`src/bffra_pkg.sv`:
```
`timescale 1ns / 1ps
// ----------------------------------------------------------------------------
// bffra_pkg
// Shared types and constants for the first-fit range allocator.
// ----------------------------------------------------------------------------
package bffra_pkg;

  // bitmap is walked one word at a time
  localparam int WORD_W = 16;
  localparam int BIT_W  = 4;
  localparam int POS_W  = 9;
  localparam int WIDX_W = POS_W - BIT_W;

  // request modes
  localparam logic [1:0] MODE_FIND = 2'd0;
  localparam logic [1:0] MODE_MARK = 2'd1;
  localparam logic [1:0] MODE_FREE = 2'd2;

  // result status codes
  localparam logic [1:0] ST_OK        = 2'd0;
  localparam logic [1:0] ST_NOT_FOUND = 2'd1;
  localparam logic [1:0] ST_RANGE     = 2'd2;

  // register map
  localparam logic       REG_ACTIVE_BITS = 1'b0;
  localparam logic [8:0] ACTIVE_BITS_RST = 9'd256;

  typedef enum logic [1:0] {
    S_IDLE,
    S_SETUP,
    S_SCAN,
    S_RESULT
  } state_t;

  // controller -> datapath
  typedef struct packed {
    logic load;   // capture request fields
    logic setup;  // range check, first word read
    logic scan;   // evaluate current word, fetch next
    logic emit;   // move result into output register
  } cmd_t;

  // datapath -> controller
  typedef struct packed {
    logic range_err;
    logic found;
    logic last_word;
  } sts_t;

endpackage

```
`src/bffra_ram.sv`:
```
`timescale 1ns / 1ps
// ----------------------------------------------------------------------------
// bffra_ram
// Simple dual-port RAM, one write and one read port, registered read data.
// ----------------------------------------------------------------------------
module bffra_ram #(
  parameter int WIDTH = 16,
  parameter int DEPTH = 16,
  localparam int AW = (DEPTH > 1) ? $clog2(DEPTH) : 1
) (
  input  logic             clk,
  input  logic             we,
  input  logic [AW-1:0]    waddr,
  input  logic [WIDTH-1:0] wdata,
  input  logic [AW-1:0]    raddr,
  output logic [WIDTH-1:0] rdata
);

  logic [WIDTH-1:0] mem [DEPTH];

  always_ff @(posedge clk) begin
    if (we) begin
      mem[waddr] <= wdata;
    end
    rdata <= mem[raddr];
  end

endmodule

```
`src/bffra_dp.sv`:
```
`timescale 1ns / 1ps
// ----------------------------------------------------------------------------
// bffra_dp
// Datapath: request registers, range check, bitmap word store with per-word
// valid bits, word-at-a-time run search and read-modify-write of ranges.
// ----------------------------------------------------------------------------
module bffra_dp import bffra_pkg::*; #(
  parameter int SLOT_COUNT = 256
) (
  input  logic       clk,
  input  logic       rst,
  input  cmd_t       cmd,
  output sts_t       sts,
  input  logic       cfg_we,
  input  logic [8:0] cfg_wdata,
  output logic [8:0] active_bits,
  input  logic [1:0] mode,
  input  logic [8:0] start_req,
  input  logic [8:0] region_size,
  output logic [1:0] status,
  output logic [7:0] position
);

  localparam int WORDS = (SLOT_COUNT + WORD_W - 1) / WORD_W;
  localparam int AW    = (WORDS > 1) ? $clog2(WORDS) : 1;
  localparam int N_CAP = (SLOT_COUNT > 511) ? 511 : SLOT_COUNT;

  logic [8:0]        act_bits;
  logic [1:0]        req_mode;
  logic [8:0]        req_start;
  logic [8:0]        req_size;
  logic [WIDX_W-1:0] cur_idx;
  logic [8:0]        carry;
  logic [1:0]        res_status;
  logic [7:0]        res_pos;
  logic [WORDS-1:0]  wvalid;
  logic              rd_valid;

  logic [8:0]        n;
  logic [9:0]        avail;
  logic [9:0]        req_end;
  logic [9:0]        last_pos;
  logic              is_find;
  logic              range_err;
  logic [WIDX_W-1:0] rd_idx;
  logic [WORD_W-1:0] rd_data;
  logic [WORD_W-1:0] word;
  logic [8:0]        base;
  logic [WORD_W-1:0] in_win;
  logic [WORD_W-1:0] in_rng;
  logic [WORD_W-1:0] free;
  logic [4:0]        lead;
  logic [4:0]        top;
  logic [9:0]        run_sum;
  logic              hit_carry;
  logic [WORD_W-1:0] sz_mask;
  logic [WORD_W-1:0] fit;
  logic [3:0]        fit_k;
  logic              found;
  logic [8:0]        pos_f;
  logic [8:0]        carry_next;
  logic              wr_en;
  logic [WORD_W-1:0] wr_data;

  // effective bitmap size and range check
  assign n         = (act_bits > 9'(N_CAP)) ? 9'(N_CAP) : act_bits;
  assign avail     = {1'b0, n} - {1'b0, req_start};
  assign req_end   = {1'b0, req_start} + {1'b0, req_size};
  assign is_find   = (req_mode == MODE_FIND);
  assign range_err = (req_mode != MODE_FIND && req_mode != MODE_MARK && req_mode != MODE_FREE)
                     || (req_size == 9'd0) || (req_start > n)
                     || ({1'b0, req_size} > avail);
  assign last_pos  = is_find ? ({1'b0, n} - 10'd1) : (req_end - 10'd1);

  // word store
  assign rd_idx = cmd.setup ? req_start[8:BIT_W] : (cur_idx + 1'b1);

  bffra_ram #(
    .WIDTH (WORD_W),
    .DEPTH (WORDS)
  ) u_ram (
    .clk   (clk),
    .we    (wr_en),
    .waddr (AW'(cur_idx)),
    .wdata (wr_data),
    .raddr (AW'(rd_idx)),
    .rdata (rd_data)
  );

  // unwritten words read as free
  assign word = rd_valid ? rd_data : '0;
  assign base = {cur_idx, {BIT_W{1'b0}}};

  // per-bit window and range masks
  always_comb begin
    logic [9:0] p;
    for (int j = 0; j < WORD_W; j++) begin
      p         = {1'b0, base} + 10'(j);
      in_win[j] = (p >= {1'b0, req_start}) && (p < {1'b0, n});
      in_rng[j] = (p >= {1'b0, req_start}) && (p < req_end);
    end
  end

  assign free = ~word & in_win;

  // free run from bit 0 upward and from the top bit downward
  always_comb begin
    lead = 5'(WORD_W);
    for (int j = WORD_W - 1; j >= 0; j--) begin
      if (!free[j]) lead = 5'(j);
    end
    top = 5'(WORD_W);
    for (int j = 0; j < WORD_W; j++) begin
      if (!free[j]) top = 5'(WORD_W - 1 - j);
    end
  end

  // run carried in from earlier words completes here
  assign run_sum   = {1'b0, carry} + 10'(lead);
  assign hit_carry = (run_sum >= {1'b0, req_size});

  // short runs lying wholly inside this word
  assign sz_mask = (req_size >= 9'(WORD_W)) ? '1
                   : WORD_W'((17'd1 << req_size[BIT_W-1:0]) - 17'd1);

  always_comb begin
    for (int k = 0; k < WORD_W; k++) begin
      fit[k] = (10'(k) + {1'b0, req_size} <= 10'(WORD_W))
               && (((free >> k) & sz_mask) == sz_mask);
    end
    fit_k = '0;
    for (int k = WORD_W - 1; k >= 0; k--) begin
      if (fit[k]) fit_k = 4'(k);
    end
  end

  assign found      = is_find && (hit_carry || (|fit));
  assign pos_f      = hit_carry ? (base - carry) : (base + 9'(fit_k));
  assign carry_next = (&free) ? (carry + 9'(WORD_W)) : 9'(top);

  // mark or free write-back
  assign wr_en   = cmd.scan && !is_find;
  assign wr_data = (req_mode == MODE_MARK) ? (word | in_rng) : (word & ~in_rng);

  assign sts.range_err = range_err;
  assign sts.found     = found;
  assign sts.last_word = (cur_idx == last_pos[8:BIT_W]);
  assign active_bits   = act_bits;

  // control registers
  always_ff @(posedge clk) begin
    if (rst) begin
      act_bits <= ACTIVE_BITS_RST;
      wvalid   <= '0;
    end else begin
      if (cfg_we) act_bits <= cfg_wdata;
      if (wr_en)  wvalid[AW'(cur_idx)] <= 1'b1;
    end
  end

  // payload registers
  always_ff @(posedge clk) begin
    rd_valid <= wvalid[AW'(rd_idx)];
    if (cmd.load) begin
      req_mode  <= mode;
      req_start <= start_req;
      req_size  <= region_size;
    end
    if (cmd.setup) begin
      cur_idx    <= req_start[8:BIT_W];
      carry      <= '0;
      res_status <= ST_RANGE;
      res_pos    <= '0;
    end
    if (cmd.scan) begin
      cur_idx    <= cur_idx + 1'b1;
      carry      <= carry_next;
      res_status <= found ? ST_OK : (is_find ? ST_NOT_FOUND : ST_OK);
      res_pos    <= found ? pos_f[7:0] : 8'd0;
    end
    if (cmd.emit) begin
      status   <= res_status;
      position <= res_pos;
    end
  end

endmodule

```
`src/bffra_ctrl.sv`:
```
`timescale 1ns / 1ps
// ----------------------------------------------------------------------------
// bffra_ctrl
// Controller: request sequencing over the bitmap words and the result
// output register handshake.
// ----------------------------------------------------------------------------
module bffra_ctrl import bffra_pkg::*; (
  input  logic clk,
  input  logic rst,
  input  logic in_valid,
  output logic in_stall,
  output logic out_valid,
  input  logic out_stall,
  output cmd_t cmd,
  input  sts_t sts
);

  state_t state, state_next;
  logic   out_valid_next;

  // state register
  always_ff @(posedge clk) begin
    if (rst) begin
      state     <= S_IDLE;
      out_valid <= 1'b0;
    end else begin
      state     <= state_next;
      out_valid <= out_valid_next;
    end
  end

  // next state and commands
  always_comb begin
    state_next     = state;
    cmd            = '0;
    in_stall       = 1'b1;
    out_valid_next = out_valid && out_stall;
    unique case (state)
      S_IDLE: begin
        in_stall = 1'b0;
        if (in_valid) begin
          cmd.load   = 1'b1;
          state_next = S_SETUP;
        end
      end
      S_SETUP: begin
        cmd.setup  = 1'b1;
        state_next = sts.range_err ? S_RESULT : S_SCAN;
      end
      S_SCAN: begin
        cmd.scan = 1'b1;
        if (sts.found || sts.last_word) state_next = S_RESULT;
      end
      S_RESULT: begin
        // wait for the output register to drain
        if (!out_valid || !out_stall) begin
          cmd.emit       = 1'b1;
          out_valid_next = 1'b1;
          state_next     = S_IDLE;
        end
      end
      default: state_next = S_IDLE;
    endcase
  end

`ifndef ASSERT_OFF
  a_accept_setup: assert property (@(posedge clk) disable iff (rst)
    (in_valid && !in_stall) |=> (state == S_SETUP))
    else $error("accepted request did not enter setup");

  a_range_skip: assert property (@(posedge clk) disable iff (rst)
    (state == S_SETUP && sts.range_err) |=> (state == S_RESULT))
    else $error("range error did not go straight to result");

  a_scan_end: assert property (@(posedge clk) disable iff (rst)
    (state == S_SCAN && sts.last_word) |=> (state == S_RESULT))
    else $error("scan ran past the last word");

  a_result_hold: assert property (@(posedge clk) disable iff (rst)
    (state == S_RESULT && out_valid && out_stall) |=> (state == S_RESULT && out_valid))
    else $error("result overwrote a stalled output");
`endif

endmodule

```
`src/bitmap_first_fit_range_allocator_unit.sv`:
```
`timescale 1ns / 1ps
// ----------------------------------------------------------------------------
// bitmap_first_fit_range_allocator_unit
// First-fit allocator over an occupancy bitmap: find a free run, mark or
// free a range; register port for the active bitmap size.
// ----------------------------------------------------------------------------
//  channel  | signals                                   | direction
//  ---------+-------------------------------------------+----------
//  request  | in_valid, in_stall, mode, start_req,      | in
//           | region_size                               |
//  result   | out_valid, out_stall, status, position    | out
//  register | psel, penable, pwrite, paddr, pwdata,     | in/out
//           | prdata, pready                            |
//
// A request visits k of the 16-bit bitmap words (at most 16 for a 256-slot
// bitmap); a range error skips the scan. The word store's single read and
// write port sets one word per cycle. Synchronous reset frees every slot
// through per-word valid bits, no sweep. A stalled result holds the unit in
// its result state; the next request is taken as soon as the result sits in
// the output register.
// ----------------------------------------------------------------------------
module bitmap_first_fit_range_allocator_unit import bffra_pkg::*; #(
  parameter int SLOT_COUNT = 256
) (
  input  logic        clk,
  input  logic        rst,
  input  logic        psel,
  input  logic        penable,
  input  logic        pwrite,
  input  logic [2:0]  paddr,
  input  logic [31:0] pwdata,
  output logic [31:0] prdata,
  output logic        pready,
  input  logic        in_valid,
  output logic        in_stall,
  input  logic [1:0]  mode,
  input  logic [8:0]  start_req,
  input  logic [8:0]  region_size,
  output logic        out_valid,
  input  logic        out_stall,
  output logic [1:0]  status,
  output logic [7:0]  position
);

  cmd_t       cmd;
  sts_t       sts;
  logic       reg_hit;
  logic       cfg_we;
  logic [8:0] active_bits;

  // register decode
  assign reg_hit = (paddr == {REG_ACTIVE_BITS, 2'b00});
  assign cfg_we  = psel && penable && pwrite && reg_hit;
  assign pready  = 1'b1;
  assign prdata  = reg_hit ? {23'd0, active_bits} : 32'd0;

  bffra_ctrl u_ctrl (
    .clk       (clk),
    .rst       (rst),
    .in_valid  (in_valid),
    .in_stall  (in_stall),
    .out_valid (out_valid),
    .out_stall (out_stall),
    .cmd       (cmd),
    .sts       (sts)
  );

  bffra_dp #(
    .SLOT_COUNT (SLOT_COUNT)
  ) u_dp (
    .clk         (clk),
    .rst         (rst),
    .cmd         (cmd),
    .sts         (sts),
    .cfg_we      (cfg_we),
    .cfg_wdata   (pwdata[8:0]),
    .active_bits (active_bits),
    .mode        (mode),
    .start_req   (start_req),
    .region_size (region_size),
    .status      (status),
    .position    (position)
  );

endmodule

```
`config.mk`:
```
export PLATFORM = sky130hd
export DESIGN_NAME = bitmap_first_fit_range_allocator_unit
export DESIGN_NICKNAME = d
export VERILOG_FILES = /design/src/bffra_pkg.sv /design/src/bffra_ram.sv /design/src/bffra_dp.sv /design/src/bffra_ctrl.sv /design/src/bitmap_first_fit_range_allocator_unit.sv
export SDC_FILE = /design/constraint.sdc
export NUM_CORES = 1
export LEC_CHECK = 0
export ABC_AREA = 1
export BUFFER_PORTS_ARGS = -buffer_cell sky130_fd_sc_hd__buf_4
export CORE_AREA = 2 2 222 224
export CTS_CLUSTER_SIZE = 16
export DETAILED_ROUTE_END_ITERATION = 16
export DIE_AREA = 0 0 224 226
export PLACE_DENSITY = 0.66
export SETUP_SLACK_MARGIN = 0.5
export SYNTH_ARGS = -nofsm -noshare
export SYNTH_HDL_FRONTEND = slang
export SYNTH_HIERARCHICAL = 1
export SYNTH_SLANG_ARGS = --single-unit
export TNS_END_PERCENT = 5
```
`constraint.sdc`:
```
create_clock -name clk -period 9.29 [get_ports clk]
set_clock_uncertainty 0.15 [all_clocks]
set_input_delay 0.4645 -clock clk [delete_from_list [all_inputs] [get_ports clk]]
set_output_delay 0.4645 -clock clk [all_outputs]
set_load 0.005 [all_outputs]
```
# [After elaboration in Yosys (flattened, before gate mapping)]
# Memories as Yosys holds them, arrays and structs flattened. A register that Yosys moved wholly into a read port is not among the register bits.
# Cells that the tools add are included.
[word_totals] ff_bits=83 latch_bits=0 ramBits=256 mem_bits_ro=0 out_inout_bits=45 memories=1
[classes] n_addsub=40 multipliers=0 n_div=0 magnitude_cmp=72 eq_ne=26 n_shift=1 n_mux=88 bitwise=22 n_reduce_logical=75
[memory_table] name="u_dp.u_ram.mem" depth=16 width=16 rd=1 rd_ports_with_merged_regs=1 wr=1 line="bffra_ram.sv:19" rtl="logic [WIDTH-1:0] mem [DEPTH];"
[op_table] op="16-bit equality test" n=16
[op_table] op="5-bit two-way mux" n=34
[op_table] op="10-bit by 9-bit greater-or-equal comparator with 1-bit output" n=16
[op_table] op="10-bit by 5-bit <= comparator with 1-bit output, second input constant" n=15
[op_table] op="10-bit less-than comparator" n=15
[op_table] op="10-bit by 9-bit less-than comparator with 1-bit output" n=15
[op_table] op="4-bit by 9-bit adder with 10-bit output, first input constant" n=8
[op_table] op="9-bit by 4-bit adder with 10-bit output, second input constant" n=8
[op_table] op="4-bit two-way mux" n=17
[op_table] op="1-bit logical AND" n=57
[op_table] op="9-bit two-way mux" n=6
[op_table] op="16-bit AND" n=3
[op_table] op="16-bit two-way mux" n=3
[op_table] op="3-bit by 9-bit adder with 10-bit output, first input constant" n=4
[op_table] op="9-bit by 3-bit adder with 10-bit output, second input constant" n=4
[op_table] op="8-bit two-way mux" n=4
[op_table] op="16-bit NOT" n=2
[op_table] op="16-bit OR" n=2
[op_table] op="2-bit by 9-bit adder with 10-bit output, first input constant" n=2
[op_table] op="9-bit by 2-bit adder with 10-bit output, second input constant" n=2
[op_table] op="9-bit by 1-bit subtractor with 9-bit output, second input constant" n=2
[op_table] op="1-bit by 16-bit AND with 16-bit output" n=1
[op_table] op="10-bit by 16-bit AND with 16-bit output" n=1
[op_table] op="11-bit by 16-bit AND with 16-bit output" n=1
[op_table] op="52 further kinds" n=86

# [Longest topological paths before layout]
# Gate-level depths: netlist of run 1.
[depth] depth_word=28 depth_mapped=51 depth_no_buf=49

# [By module]
# The synthesis of run 1 kept the hierarchy.
[modules_own_cells] mod="bffra_ram" n_inst=1 cells_each=1074 area_per_inst_um2=11380.9 seq_area_each_um2=8007.7
[modules_own_cells] mod="bffra_dp" n_inst=1 cells_each=1447 area_per_inst_um2=9559.2 seq_area_each_um2=2142.1
[modules_own_cells] mod="bitmap_first_fit_range_allocator_unit" n_inst=1 cells_each=49 area_per_inst_um2=287.8 seq_area_each_um2=0.0
[modules_own_cells] mod="bffra_ctrl" n_inst=1 cells_each=35 area_per_inst_um2=241.5 seq_area_each_um2=60.1

# [Worst setup path before layout of run 1]
# OpenSTA, ideal clock, no wires.
[synth_path] path_kind="register -> register" startpoint="register u_dp.act_bits[1], in the netlist u_dp/active_bits[1]" endpoint="register u_ctrl.state[1]" setup_ns=0.114 arrival_ns=6.275 required_time_ns=9.026 setup_slack_ns=2.751 path_stages_with_launch=50 path_buffers=2 synth_period_minus_slack_ns=6.539 cell_sequence="dfxtp_1 -> nor2_1 -> nand2_1 -> o21ai_2 -> inv_1 -> nor2_1 -> inv_1 -> ha_1 -> nand2_1 -> inv_1 -> nand2_1 -> nand3_2 -> nor2_4 -> nand3_1 -> nor2_1 -> buf_2 -> a21oi_1 -> o21ai_0 -> (+14 left out) -> nor2_1 -> a2111oi_0 -> o21ai_0 -> a21boi_1 -> nand2_1 -> inv_2 -> nand2_1 -> nor2_2 -> nand3_4 -> nand2_1 -> inv_1 -> buf_4 -> nor2_1 -> nand2_1 -> nand3_2 -> nand2_1 -> nand2_1 -> nor2_2"
[synth_via] elab_chain_len=28 word_cells_on_any_way=110 classes_between="add/sub: 2; order compare: 18; eq/ne: 18; mux: 18; bitwise: 17; reduce/logical: 37"
[synth_rtl] item="start: declaration" line="bffra_dp.sv:28" rtl="logic [8:0] act_bits;"
[synth_rtl] item="start signal: assignment" line="bffra_dp.sv:156" rtl="if (cfg_we) act_bits <= cfg_wdata;"
[synth_rtl] item="9-bit greater-than comparator" line="bffra_dp.sv:66" rtl="assign n = (act_bits > 9'(N_CAP)) ? 9'(N_CAP) : act_bits;"
[synth_rtl] item="9-bit two-way mux *" line="bffra_dp.sv:66"
[synth_rtl] item="10-bit by 9-bit less-than comparator with 1-bit output" line="bffra_dp.sv:99" rtl="in_win[j] = (p >= {1'b0, req_start}) && (p < {1'b0, n});"
[synth_rtl] item="1-bit logical AND" line="bffra_dp.sv:99"
[synth_rtl] item="16-bit AND *" line="bffra_dp.sv:104" rtl="assign free = ~word & in_win;"
[synth_rtl] item="5-bit two-way mux (16 in a row)" line="bffra_dp.sv:110" rtl="if (!free[j]) lead = 5'(j);"
[synth_rtl] item="9-bit by 5-bit adder with 10-bit output" line="bffra_dp.sv:119" rtl="assign run_sum = {1'b0, carry} + 10'(lead);"
[synth_rtl] item="10-bit by 9-bit greater-or-equal comparator with 1-bit output" line="bffra_dp.sv:120" rtl="assign hit_carry = (run_sum >= {1'b0, req_size});"
[synth_rtl] item="1-bit logical OR *" line="bffra_dp.sv:137" rtl="assign found = is_find && (hit_carry || (|fit));"
[synth_rtl] item="1-bit logical AND *" line="bffra_dp.sv:137"
[synth_rtl] item="net u_dp.found" line="bffra_dp.sv:59" rtl="logic found;"
[synth_rtl] item="1-bit logical OR *" line="bffra_ctrl.sv:52" rtl="if (sts.found || sts.last_word) state_next = S_RESULT;"
[synth_rtl] item="2-bit by 1-bit inequality test with 1-bit output (no source line) *"
[synth_rtl] item="3-bit AND reduction (no source line) *"
[synth_rtl] item="end signal: assignment" line="bffra_ctrl.sv:27" rtl="state <= state_next;"
[synth_rtl] item="end: declaration" line="bffra_ctrl.sv:18" rtl="state_t state, state_next;"
# Mark *: on every way through the listed nets, which the timed path passes. The rest lies on a longest branch.
# A chain may end at the register's enable or synchronous reset.

==> results of run 1 <==
[through the flow]
step	power [W]	worst slack, ns	area (µm²)	hold WS (ns)
floorplan	0.00577	2.75	21600	0.250
global placement	0.00699	1.60	22400	0.266
detailed placement	0.00709	1.48	22400	0.257
CTS	0.00860	1.45	23900	0.0103
global route	0.00924	0.525	23900	0.0267
finish	0.00863	1.41	23900	0.0345
[power by group]
| group | total (W) | leakage, nW | internal, W | switching (W) |
|---|---|---|---|---|
| Combinational | 0.00458 | 6.77 | 0.00126 | 0.00332 |
| Sequential | 0.00257 | 3.22 | 0.00240 | 0.000166 |
| Clock | 0.00149 | 0.603 | 0.000862 | 0.000625 |
| Total | 0.00863 | 10.6 | 0.00452 | 0.00411 |
[cell usage after synthesis (23+ instances only)]
cell      instances
buf_2            23
nand2_1         657
a21oi_1         116
dfxtp_1          45
edfxtp_1        310
o21ai_0          86
buf_4            52
nand3_1         277
nor2_1          208
inv_1           393
o22ai_1          29
xor2_1           29
ha_1             79
[final timing paths]
check	startpoint	endpoint	slack, ns
max reg2reg	u_dp/active_bits[1]	u_ctrl/state[0]	1.41
min reg2reg	u_dp/res_pos[7]	u_dp/position[7]	0.27
min	pwdata[2]	u_dp/active_bits[2]	0.03
max	u_dp/active_bits[1]	u_ctrl/state[0]	1.41
[repair_timing]
| action | in CTS | in global routing |
|---|---|---|
| endpoints found under the setup margin | 0 | 2 |
| resized for setup | 0 | 1 |
| hold buffers | 21 | 0 |
| setup buffers | 0 | 0 |
| endpoints found under the hold margin | 21 | 0 |
[cell families (layout without fill, tap and decap cells)]
group / Yosys count / in the layout / share of synthesized area [%]
and+or+nand+nor: 1274 / 1274 / 26.6
buffers and inverters: 529 / 605 / 10.6
AOI/OAI and AO/OA: 322 / 322 / 8.68
xor gates and xnor gates: 41 / 41 / 1.67
DFF: 355 / 355 / 47.6
adders and majority gates: 82 / 82 / 4.88
other: 2 / 24 / 0.0350
[sequential cells by signal, summed over array words and instances (netlist names), 2 cells and up]
signal	cells
u_ctrl/state	2
u_dp/active_bits	9
u_dp/carry	9
u_dp/cur_idx	5
u_dp/position	8
u_dp/req_mode	2
u_dp/req_size	9
u_dp/req_start	9
u_dp/res_pos	8
u_dp/res_status	2
u_dp/status	2
u_dp/u_ram/mem	256
u_dp/u_ram/rdata	16
u_dp/wvalid	16
[metal layers]
| layer | part of all wire, % | wire, µm |
|---|---|---|
| met4 | 2.7 | 1730 |
| met1 | 43 | 27100 |
| met2 | 48 | 30400 |
| met3 | 6.5 | 4120 |
| met5 | 0 | 0 |
[final cells by class]
class	count	area, µm²
Timing Repair Buffer	116	923
Fill cell	4503	24500
Clock inverter	15	170
Sequential cell	355	10200
Tap cell	622	778
Multi-Input combinational cell	1743	9150
Clock buffer	53	1060
Inverter	421	1590
[worst max-delay path, delay by kind of cell (launching register included)]
family                   cells  cell delay (ns)
XOR/XNOR                     1             0.16
AND/OR/NAND/NOR             23             2.69
adder cells (fa/ha/maj)      4             1.18
AO/OA/AOI/OAI               12             2.44
buffers and inverters        8             0.72
flip-flops                   1             0.41
==> out/results.ini, run 1 <==
[yosys]
synth_area_mm2 = 0.0215
synthArstFlopShare_pct = 0
synth_cell_types = 60
ys_ff_latch = 355
postSynthCellCount = 2605
ys.flop_type = edfxtp_1
synth_edf_count = 310
synth_top_area_cell = edfxtp_1
synthDominantCellAreaShare_pct = 43.4
synth.area.top_cells = edfxtp_1 43%, nand2_1 11%, inv_1 6.9%
yosysSeqAreaShare_pct = 47.6
yosys_warnings = 6
avgSynthCellArea_um2 = 8.24

[floorplan]
dieWidth_um = 224
die_h_um = 226
start_util_pct = 44.4
io_pins = 107
die-area_mm2 = 0.0506
core-area_mm2 = 0.0483
num_rows = 81

[cells_and_area]
num-nets-final = 2818
antenna_cells = 0
synthToLayoutAreaGrowth_pct = 11.2
final_cell_mix = 657 x nand2_1, 393 x inv_1, 310 x edfxtp_1
utilization_pct = 49.4
fin_cells = 3325
layout.cells.most_common = nand2_1
drive_gt1_share_pct = 11.0

[global_route]
busiest_layer = met2
grtUsageTotal_pct = 24.8
antenna_found_initial = 0
grt_max_degree = 89
grt_pass1_vias = 17316
use_met2_pct = 42.1
grt_pass1_wl_um = 97400
grt_overflow_total = 0
gr-usage-met3_pct = 2.78
grt_use_met1_pct = 33.3

[power_and_ir_drop]
p_leak_nw = 10.6
p_per_area_mw_per_mm2 = 362
vdd_drop_max_mv = 0.283

[place]
hpwl_um = 43300
portBuffers = 59
placed_cells = 3236
gp_congestion = 0.981

[setup_path]
crit_required_ns = 9.56
cpPeakStageDelay_ns = 0.45
cp_common_cell = nand2_1
worst-path-max-fanout = 11
crit_slowest_cell = a21boi_1
cp-end-kind = flip-flop
cp-start-kind = flip-flop
critPathKind = flip-flop to flip-flop
ff2ff_path_depth = 48
worstPathArrival_ns = 8.16

[clock_network]
cts_htree_levels = 2
cts_num_sinks = 355
clk_latency_ns = 0.54
numCtsBuffers = 37
cts_max_path_buffers = 3
clk_pin_slew_ns = 0.06
cts_tree = built
cts_root_buffer = clkbuf_16

[routing]
post_drt_via_cell_ratio = 5.38
vias = 17897
wl_um = 63400
drt_iter0_drc = 1518
wl_per_cell_um = 19.1
drt.antenna.violating_nets = 0
dr.pass1.iters = 5
drc = 0

[flow_run]
cap_violations = 0

[timing]
final-max-slew-violation-count = 0
period_minus_slack_ns = 7.88
tns_ns = 0
fin_crit_sh_pct = 84.9
hold_viol = 0
max_freq_mhz = 127
setup_viol = 0
tightest_slew_ns = 1.31
slew-limit-headroom_pct = 11.9
rsz0062_at_grt = no

[worst_hold_path]
min_path_cells = 3
hold_path_class = input port to flip-flop

[status]
status = finished clean

Note: power is estimated with default switching activity, not from simulation.
==> run 2, diff against run 1 <==
--- a/config.mk
+++ b/config.mk
@@ -5,13 +5,13 @@
 export SDC_FILE = /design/constraint.sdc
 export NUM_CORES = 1
 export LEC_CHECK = 0
-export ABC_AREA = 1
+export ABC_AREA = 0
 export BUFFER_PORTS_ARGS = -buffer_cell sky130_fd_sc_hd__buf_4
-export CORE_AREA = 2 2 222 224
+export CORE_AREA = 2 2 214 216
 export CTS_CLUSTER_SIZE = 16
 export DETAILED_ROUTE_END_ITERATION = 16
-export DIE_AREA = 0 0 224 226
-export PLACE_DENSITY = 0.66
+export DIE_AREA = 0 0 216 218
+export PLACE_DENSITY = 0.69
 export SETUP_SLACK_MARGIN = 0.5
 export SYNTH_ARGS = -nofsm -noshare
 export SYNTH_HDL_FRONTEND = slang
==> constraint.sdc (replaced) <==
create_clock -name clk -period 6.4 [get_ports clk]
set_clock_uncertainty 0.15 [all_clocks]
set_input_delay 0.32 -clock clk [delete_from_list [all_inputs] [get_ports clk]]
set_output_delay 0.32 -clock clk [all_outputs]
set_load 0.005 [all_outputs]
==> run 2 against run 1 <==
Net effect:
- the flow now finishes with violations (negative setup slack)
- die area decreased by 7.0%
- final cell count decreased by 22%
- total power increased by 41%
- setup slack got worse by 1.4 ns
- wire length decreased by 1.7%
- register-to-register slack got worse by 1.4 ns
- hold slack improved by 0.021 ns
==> out/results.ini, run 2 <==
[global_route]
grtUsageTotal_pct = 26.3  ; was 24.8%
grt_pass1_wl_um = 94400  ; was 97,400 µm
grt_max_degree = 47  ; was 89
antenna_found_initial = 0  ; unchanged
grt_pass1_vias = 15466  ; was 17,316
grt_overflow_total = 0  ; unchanged

[timing]
fin_crit_sh_pct = 100  ; was 84.9%
final-max-slew-violation-count = 0  ; unchanged
hold_viol = 0  ; unchanged
slew-limit-headroom_pct = 13.7  ; was 11.9%
fin_ws_ns = -0.0213  ; was 1.41 ns
rsz0062_at_grt = yes  ; was no
max_freq_mhz = 156  ; was 127 MHz
setup_viol = 4  ; was 0
period_minus_slack_ns = 6.42  ; was 7.88 ns
tightest_slew_ns = 1.29  ; was 1.31 ns

[routing]
drc = 0  ; unchanged
drt.antenna.violating_nets = 0  ; unchanged
wl_um = 62300  ; was 63,400 µm
post_drt_via_cell_ratio = 6.13  ; was 5.38
drt_iter0_drc = 1825  ; was 1,518
dr.pass1.iters = 8  ; was 5
vias = 15846  ; was 17,897
wl_per_cell_um = 24.1  ; was 19.1 µm

[yosys]
synth.area.top_cells = edfxtp_1 47%, mux4_2 6.1%, ha_1 5.0%  ; was edfxtp_1 43%, nand2_1 11%, inv_1 6.9%
yosysMostFrequentCell = edfxtp_1  ; was nand2_1
synth_cell_types = 89  ; was 60
synthArstFlopShare_pct = 0  ; unchanged
ys_ff_latch = 355  ; unchanged
ys.flop_type = edfxtp_1  ; unchanged
avgSynthCellArea_um2 = 11.7  ; was 8.24 µm²
synth_area_mm2 = 0.0200  ; was 0.0215 mm²
ys_top_cells_by_count = 310 x edfxtp_1, 124 x nor2_1, 115 x nand2_1  ; was 657 x nand2_1, 393 x inv_1, 310 x edfxtp_1
synthDominantCellAreaShare_pct = 46.6  ; was 43.4%
synth_edf_count = 310  ; unchanged
postSynthCellCount = 1707  ; was 2,605
synth_top_area_cell = edfxtp_1  ; unchanged
yosys_warnings = 6  ; unchanged
yosysSeqAreaShare_pct = 51.2  ; was 47.6%

[cells_and_area]
largest-register = u_dp/u_ram/mem  ; unchanged
utilization_pct = 54.6  ; was 49.4%
drive_gt1_share_pct = 25.2  ; was 11.0%
largest_register_ffs = 256  ; unchanged
fin_cells = 2585  ; was 3,325
antenna_cells = 0  ; unchanged
final_cell_mix = 310 x edfxtp_1, 256 x buf_4, 112 x nand2_1  ; was 657 x nand2_1, 393 x inv_1, 310 x edfxtp_1
layout.cells.most_common = edfxtp_1  ; was nand2_1
synthToLayoutAreaGrowth_pct = 22.8  ; was 11.2%
reg.largest.list = u_dp/u_ram/mem (256), u_dp/u_ram/rdata (16), u_dp/wvalid (16)  ; unchanged
num-nets-final = 2099  ; was 2,818
fillers = 3689  ; was 4,503

[floorplan]
die_h_um = 218  ; was 226 µm
die-area_mm2 = 0.0471  ; was 0.0506 mm²
dieWidth_um = 216  ; was 224 µm
io_pins = 107  ; unchanged
core-area_mm2 = 0.0449  ; was 0.0483 mm²
num_rows = 78  ; was 81
start_util_pct = 44.5  ; was 44.4%

[setup_path]
critPathKind = flip-flop to flip-flop  ; unchanged
worst-path-max-fanout = 4  ; was 11
cp_top_family = compound AO/OA/AOI/OAI gates  ; was simple AND/OR/NAND/NOR gates
crit_slowest_cell = or4bb_4  ; was a21boi_1
ff2ff_path_depth = 31  ; was 48
cp.depth = 31  ; was 48
crit_required_ns = 6.69  ; was 9.56 ns
cp-end-kind = flip-flop  ; unchanged
worstPathArrival_ns = 6.71  ; was 8.16 ns
cp_common_cell = a21oi_2  ; was nand2_1
cpPeakStageDelay_ns = 0.55  ; was 0.45 ns
r2r-start = u_dp/cur_idx[3]  ; was u_dp/active_bits[1]
cp-start-kind = flip-flop  ; unchanged
reg2reg_slack_ns = -0.02  ; was 1.41 ns
rr_endpoint = u_ctrl/state[0]  ; unchanged
path_buf_inv = 2  ; was 8

[place]
dp_slack_ns = -0.305  ; was 1.48 ns
hpwl_um = 42800  ; was 43,300 µm
gp_congestion = 0.936  ; was 0.981
placed_cells = 2457  ; was 3,236
portBuffers = 59  ; unchanged

[status]
failed_checks = negative setup slack
status = finished with violations  ; was finished clean

[power_and_ir_drop]
clkPwrFrac_pct = 20.6  ; was 17.2%
vdd_drop_max_mv = 0.359  ; was 0.283 mV
combPwrFrac_pct = 52.1  ; was 53.0%
p_int_w = 0.00730  ; was 0.00452 W
power.switching_w = 0.00491  ; was 0.00411 W
switching_share_pct = 40.2  ; was 47.6%
p_per_area_mw_per_mm2 = 498  ; was 362 mW/mm²
pwr-share-seq_pct = 27.3  ; was 29.8%
p_leak_nw = 9.09  ; was 10.6 nW

[clock_network]
cts_root_buffer = clkbuf_16  ; unchanged
clk_pin_slew_ns = 0.06  ; about the same
cts_num_sinks = 355  ; unchanged
numCtsBuffers = 39  ; was 37
clk_latency_ns = 0.57  ; was 0.54 ns
cts_htree_levels = 2  ; unchanged
cts_max_path_buffers = 3  ; unchanged
cts_tree = built  ; unchanged

[worst_hold_path]
min_to = u_dp/req_size[5]  ; was u_dp/active_bits[2]
hp-start = in_valid  ; was pwdata[2]
hold_path_class = input port to flip-flop  ; unchanged
min_path_cells = 2  ; was 3

[flow_run]
cap_violations = 0  ; unchanged

-- run 2: timing repair --
item	in CTS	in global routing
buffers inserted	13	5
hold buffers	39	0
endpoints found under the setup margin	91	123
pin swaps	23	6
hold endpoints to repair	46	0
resized for setup	36	32
-- run 2: cell type report --
cell class / count / area [µm²] / share of cell area (%)
Clock inverter: 26 / 417 / 1.70
Tap cell: 600 / 751 / 3.06
Inverter: 69 / 265 / 1.08
Multi-Input combinational cell: 1188 / 9450 / 38.5
Sequential cell: 355 / 10200 / 41.7
Clock buffer: 45 / 1020 / 4.16
Timing Repair Buffer: 302 / 2400 / 9.79
-- run 2: how the worst max path moves through the flow --
stage	slack, ns	from	endpoint
6_report	-0.02	u_dp/cur_idx[3]	u_ctrl/state[0]
5_1_grt	-0.31	u_dp/cur_idx[2]	u_ctrl/state[1]
4_1_cts	0.03	u_dp/cur_idx[3]	u_ctrl/state[0]
3_5_place_dp	-0.31	u_dp/cur_idx[2]	u_ctrl/state[0]
3_3_place_gp	-0.20	u_dp/cur_idx[2]	u_ctrl/state[0]
2_1_floorplan	-0.08	u_dp/cur_idx[1]	u_ctrl/state[0]
-- run 2: cells by family (layout without fill, tap and decap cells) --
group,count (synthesis),in the layout,share of synthesized area [%]
AO/OA/AOI/OAI,435,435,15.1
XOR/XNOR,39,39,1.71
adder cells (fa/ha/maj),82,82,5.25
buffers and inverters,186,442,4.32
flip-flops,355,355,51.2
multiplexers,98,98,9.13
other,2,24,0.0376
AND/OR/NAND/NOR,510,510,13.3
-- run 2: metal layers --
layer / wire (µm) / track usage (%) / vias to the layer above
met1: 25200 / 34.3 / 7858
met3: 4180 / 3.38 / 150
li1: - / - / 7102
met2: 30200 / 44.5 / 736
met4: 2740 / 11.0 / 0
met5: 0 / 0 / -
-- run 2: power groups by stage --
stage               sequential (W)  combinational (W)  clock, W
finish                     0.00333            0.00637   0.00251
global route               0.00335            0.00684   0.00263
CTS                        0.00333            0.00613   0.00255
detailed placement         0.00337            0.00589         0
global placement           0.00336            0.00579         0
floorplan                  0.00332            0.00381         0
-- run 2: through the flow --
stage                     instance area, µm²  power (W)  setup TNS (ns)  hold slack, ns
final                                  24500     0.0122         -0.0511          0.0556
after detailed placement               22200    0.00926           -2.26           0.256
after global routing                   24500     0.0128           -2.78          0.0841
after CTS                              24300     0.0120               0          0.0716
after floorplan                        20200    0.00713          -0.280           0.250
after global placement                 22200    0.00915           -1.08           0.251
